File: src/sv/pulse_radius_generator_defines.svh
// Assertion macros used by the pulse radius generator controller.
`ifndef PULSE_RADIUS_GENERATOR_DEFINES_SVH
`define PULSE_RADIUS_GENERATOR_DEFINES_SVH

// Same-cycle implication, sampled on clk, quiet while arst_n is low.
`define PRG_ASSERT_NOW(label, ante, cons, msg) \
	label: assert property (@(posedge clk) disable iff (!arst_n) (ante) |-> (cons)) \
		else $error(msg);

// Next-cycle implication, sampled on clk, quiet while arst_n is low.
`define PRG_ASSERT_NEXT(label, ante, cons, msg) \
	label: assert property (@(posedge clk) disable iff (!arst_n) (ante) |=> (cons)) \
		else $error(msg);

`endif

File: src/sv/prg_pkg.sv
// Package: widths, constants, codes and control types of the pulse radius generator.
`timescale 1ns / 1ps
package prg_pkg;

	localparam int ELAPSED_W  = 20;
	localparam int RADIUS_W   = 16;
	localparam int CFG_DATA_W = 16;
	localparam int CFG_IDX_W  = 2;
	localparam int SAMPLE_W   = 16;   // sine table entry, Q0.16
	localparam int DIVISOR_W  = 26;   // period_ms * 1000 < 2^26
	localparam int FRAC_W     = 17;   // smoothstep value, Q16 up to 1.0

	localparam int DEF_SINE_DEPTH = 1024;
	localparam int DEF_PHASE_BITS = 32;

	localparam logic [CFG_DATA_W-1:0] PERIOD_RESET = 16'd1000;
	localparam logic [9:0]            US_PER_MS    = 10'd1000;

	// Sine table build, Q30 Taylor series on a quarter wave
	localparam logic [63:0] Q30_ONE     = 64'h0000_0000_4000_0000;
	localparam logic [63:0] HALF_PI_Q30 = 64'd1686629713;
	localparam logic [63:0] TAYLOR_DIV [6] = '{64'd156, 64'd110, 64'd72, 64'd42, 64'd20, 64'd6};

	typedef enum logic [CFG_IDX_W-1:0] {
		CFG_PERIOD = 2'd0,
		CFG_RMIN   = 2'd1,
		CFG_RMAX   = 2'd2
	} cfg_reg_t;

	typedef enum logic [3:0] {
		ST_IDLE,
		ST_START,
		ST_DIV,
		ST_ACCUM,
		ST_INDEX,
		ST_ROM,
		ST_SQUARE,
		ST_SMOOTH,
		ST_BLEND
	} prg_state_t;

	typedef struct packed {
		logic load;
		logic clear_phase;
		logic div_init;
		logic div_step;
		logic accum;
		logic index;
		logic rom_read;
		logic square;
		logic smooth;
		logic blend;
	} prg_cmd_t;

	typedef struct packed {
		logic restart;
		logic period_zero;
	} prg_sts_t;

endpackage

File: src/sv/prg_ctrl.sv
// Controller: tick sequencing, divider step count and output register valid.
`timescale 1ns / 1ps
`include "pulse_radius_generator_defines.svh"

module prg_ctrl import prg_pkg::*; #(
	parameter int PHASE_BITS = DEF_PHASE_BITS
) (
	input  logic     clk,
	input  logic     arst_n,
	input  logic     in_valid,
	output logic     in_ready,
	output logic     out_valid,
	input  logic     out_ready,
	input  prg_sts_t sts,
	output prg_cmd_t cmd
);

	localparam int DIV_STEPS = ELAPSED_W + PHASE_BITS;
	localparam int CNT_W     = $clog2(DIV_STEPS);

	prg_state_t       state_q, state_d;
	logic [CNT_W-1:0] div_cnt_q;
	logic             out_valid_q;
	logic             out_free;

	assign out_free  = !out_valid_q || out_ready;
	assign in_ready  = (state_q == ST_IDLE);
	assign out_valid = out_valid_q;

	always_ff @(posedge clk or negedge arst_n) begin
		if (!arst_n) begin
			state_q     <= ST_IDLE;
			div_cnt_q   <= '0;
			out_valid_q <= 1'b0;
		end else begin
			state_q <= state_d;
			if (cmd.div_init) begin
				div_cnt_q <= CNT_W'(DIV_STEPS - 1);
			end else if (cmd.div_step) begin
				div_cnt_q <= div_cnt_q - 1'b1;
			end
			if (cmd.blend) begin
				out_valid_q <= 1'b1;
			end else if (out_ready) begin
				out_valid_q <= 1'b0;
			end
		end
	end

	always_comb begin
		state_d = state_q;
		cmd     = '0;
		case (state_q)
			ST_IDLE: begin
				if (in_valid) begin
					cmd.load = 1'b1;
					state_d  = ST_START;
				end
			end
			ST_START: begin
				if (sts.restart) begin
					cmd.clear_phase = 1'b1;
					state_d         = ST_INDEX;
				end else if (sts.period_zero) begin
					state_d = ST_INDEX;
				end else begin
					cmd.div_init = 1'b1;
					state_d      = ST_DIV;
				end
			end
			ST_DIV: begin
				cmd.div_step = 1'b1;
				if (div_cnt_q == '0) begin
					state_d = ST_ACCUM;
				end
			end
			ST_ACCUM: begin
				cmd.accum = 1'b1;
				state_d   = ST_INDEX;
			end
			ST_INDEX: begin
				cmd.index = 1'b1;
				state_d   = ST_ROM;
			end
			ST_ROM: begin
				cmd.rom_read = 1'b1;
				state_d      = ST_SQUARE;
			end
			ST_SQUARE: begin
				cmd.square = 1'b1;
				state_d    = ST_SMOOTH;
			end
			ST_SMOOTH: begin
				cmd.smooth = 1'b1;
				state_d    = ST_BLEND;
			end
			ST_BLEND: begin
				// hold here until the output register has room for the beat
				if (out_free) begin
					cmd.blend = 1'b1;
					state_d   = ST_IDLE;
				end
			end
			default: begin
				state_d = ST_IDLE;
			end
		endcase
	end

	`PRG_ASSERT_NOW(a_out_after_blend, $rose(out_valid_q), $past(state_q) == ST_BLEND,
		"output valid rose without a blend step")
	`PRG_ASSERT_NOW(a_div_full_length, state_q == ST_ACCUM,
		$past(state_q) == ST_DIV && $past(div_cnt_q) == '0,
		"phase accumulated before the divider finished")
	`PRG_ASSERT_NOW(a_no_div_on_restart, state_q == ST_DIV, !sts.restart,
		"divider running on a restart tick")
	`PRG_ASSERT_NEXT(a_blend_to_out, state_q == ST_BLEND && out_free,
		out_valid_q && state_q == ST_IDLE, "blended radius not presented")

endmodule

File: config.mk
export PLATFORM = sky130hd
export DESIGN_NAME = prg_ctrl
export DESIGN_NICKNAME = d
export VERILOG_FILES = /design/src/sv/prg_pkg.sv /design/src/sv/prg_ctrl.sv
export VERILOG_INCLUDE_DIRS = /design/src /design/src/sv
export SDC_FILE = /design/constraint.sdc
export NUM_CORES = 1
export LEC_CHECK = 0
export BUFFER_PORTS_ARGS = -buffer_cell sky130_fd_sc_hd__buf_2
export CORE_MARGIN = 3
export CORE_UTILIZATION = 40
export CTS_CLUSTER_SIZE = 16
export DETAILED_ROUTE_END_ITERATION = 8
export GPL_TIMING_DRIVEN = 0
export PLACE_DENSITY = 0.65
export SLEW_MARGIN = 5
export SYNTH_ARGS = -nofsm -noshare
export SYNTH_HDL_FRONTEND = slang
export SYNTH_SLANG_ARGS = --single-unit
File: constraint.sdc
create_clock -name clk -period 3.3 [get_ports clk]
set_input_delay 0.165 -clock clk [delete_from_list [all_inputs] [get_ports clk]]
set_output_delay 0.165 -clock clk [all_outputs]
set_load 0.02 [all_outputs]
==> flow_summary.ini <==
[critical_path]
path_max_fanout = 9
end_kind = output pin
crit_required_ns = 3.13
path_class = reg -> out
cp.arrival_ns = 1.79
critPathLaunchType = flop

[sta]
setup_viol = 0
period_minus_slack_ns = 1.96
skew_ns = 0.00607
hold_slack_ns = 0.175
timing.final.crit_share = 0.593
finalSetupTns_ns = 0
rsz0062_at_grt = false
max_freq_mhz = 511
final-max-slew-violation-count = 0
hold_viol = 0
slew_headroom = 0.758
worst_slew_pin_slew_ns = 0.358

[synthesis]
syn_area_um2 = 642
yosys_warnings = 0
yosysSeqAreaShare = 0.429
synth_cell_type_count = 30
synth.avg_cell_area_um2 = 8.79
syn-num-nets = 81
ys_ff_latch = 11
syn_inst = 73

[clock_network]
postCtsSetupBuffers = 0
ctsResizeCount = 0
clock-sinks = 11
htree_levels = 1
cts_tree = yes
cts_root_buf = clkbuf_4
insertion_delay_ns = 0.27
path_clk_slew_ns = 0.08
max-clock-path-buffers = 2
cts_buffers = 3

[floorplan]
ios = 18
die_h_um = 46.1
die_w_um = 46.1
start_util = 0.459
rows = 13
core_um2 = 1400
die-area_um2 = 2120

[pwr]
power.total_uw = 695
power.density_nw_per_um2 = 888
vdd_drop_max_uv = 445
power.internal_uw = 379
clock_power_share = 0.136
switching_share = 0.454
pwr-share-comb = 0.548
p_leak_nw = 0.407
p_switching_uw = 315
pwr-share-seq = 0.316

[drt]
wirelength_mm = 1.37
final_antenna_net_count = 0
vias_per_cell = 5.36
routed-via-count = 590
drc = 0
wl_per_cell_um = 12.4
first_pass_iters = 4
first_iter_violations = 6

[grt]
grt_pass1_wl_mm = 2.23
grt_start_max_net_pins = 12
grt_pass1_vias = 501
antenna_found_initial = 0
grt_overflow = 0
grtUsageTotal = 0.150

[layout]
fillers = 136
final_cell_mix = buf_2, dfrtp_1, inv_1, nand2_1, nor3_1
layout_commonest_cell = buf_2
antenna_cells = 0
nNetsFinal = 104
fin_cells = 110
drive_above_1_share = 0.253
syn2layout_area_growth_pct = 21.8

[run]
drv_cap = 0

[outcome]
outcome = complete, no violations

[worst_hold_path]
worstHoldPathType = in -> reg

[place]
dp_cells = 105
dp_hpwl_um = 994
gp_congestion = 0.744
io_buffers = 17
[logic make-up after synthesis]
group,after synthesis,share of synthesized area
AOI/OAI and AO/OA,14,0.135
adders and majority gates,2,0.0390
buffers and inverters,12,0.0877
DFF,11,0.429
and+or+nand+nor,34,0.310
[Yosys cell counts, drive strengths merged]
master / n / share of area
dfrtp: 11 / 0.43
inv: 7 / 0.041
nand2: 7 / 0.041
nor3: 5 / 0.039
a21oi: 4 / 0.031
buf: 4 / 0.041
nor2: 4 / 0.023
o21ai: 4 / 0.031
or3: 3 / 0.029
and2: 2 / 0.019
ha: 2 / 0.039
nand3: 2 / 0.016
or4b: 2 / 0.031
a211o: 1 / 0.014
a221oi: 1 / 0.014
a31oi: 1 / 0.0098
and3b: 1 / 0.014
and4: 1 / 0.014
clkbuf: 1 / 0.0058
nand2b: 1 / 0.0098
nand4b: 1 / 0.014
nor2b: 1 / 0.0098
nor4: 1 / 0.0098
nor4b: 1 / 0.014
nor4bb: 1 / 0.016
o211ai: 1 / 0.012
o22ai: 1 / 0.0098
o41ai: 1 / 0.014
or2b: 1 / 0.012
[worst max-delay path, cell delays in order (launching register included)]
cell	delay [ns]
dfrtp_1	0.32
clkbuf_1	0.27
nor4b_1	0.36
nand2_1	0.24
inv_1	0.16
buf_2	0.18
[per-layer routing]
layer / up-vias / global-route usage / routed length [um]
li1: 305 / - / -
met1: 270 / 0.212 / 721
met2: 13 / 0.206 / 564
met3: 2 / 0.0469 / 68
met4: 0 / 0.0682 / 12
met5: - / 0 / 0
[flip-flops by register name (all words and copies together), names as in the netlist]
signal     cells
state_q        4
out_valid      1
div_cnt_q      6
[power groups by stage]
stage | sequential (mW) | clock (mW) | combinational (mW)
detailed placement | 0.220 | 0 | 0.381
global placement | 0.220 | 0 | 0.373
global route | 0.226 | 0.102 | 0.424
finish | 0.219 | 0.0946 | 0.381
floorplan | 0.216 | 0 | 0.285
CTS | 0.218 | 0.0955 | 0.383
[cell type report]
cell class / instances / area [um2] / share of cell area
plain buffers: 5 / 30.0 / 0.0384
clock buffers: 4 / 26.3 / 0.0336
inverters: 7 / 26.3 / 0.0336
multi-input cells: 50 / 310 / 0.397
flip-flops and latches: 11 / 275 / 0.352
well taps: 15 / 18.8 / 0.0240
repair buffers: 18 / 95.1 / 0.122
[through the flow]
step / instance area, um2 / utilization / setup WS [ns]
after global routing: 782 / 0.559 / 1.22
after CTS: 782 / 0.559 / 1.37
after detailed placement: 746 / 0.533 / 1.46
after floorplan: 642 / - / 1.53
after global placement: 746 / 0.533 / 1.46
final: 782 / 0.559 / 1.34
[path summary, 6_finish.rpt]
kind                       slack [ns]  cells past startpoint                       end                    from
min                              0.18                      3     out_valid$_DFFE_PN0P_               out_ready
min reg2reg                      0.51                      2     out_valid$_DFFE_PN0P_   out_valid$_DFFE_PN0P_
max in group asynchronous        2.81                      2  div_cnt_q[0]$_DFFE_PN0P_                  arst_n
max reg2reg                      1.43                      5  div_cnt_q[5]$_DFFE_PN0P_  state_q[3]$_DFFE_PN0P_
max                              1.34                      5                    cmd[7]  state_q[0]$_DFFE_PN0P_
min in group asynchronous        0.28                      2    state_q[2]$_DFFE_PN0P_                  arst_n
[repair_timing]
| item | 4_1_cts | 5_1_grt |
|---|---|---|
| hold endpoints to repair | 11 | 0 |
| endpoints found under the setup margin | 0 | 0 |
| hold buffers | 1 | 0 |
Note: power is estimated with default switching activity, not from simulation.
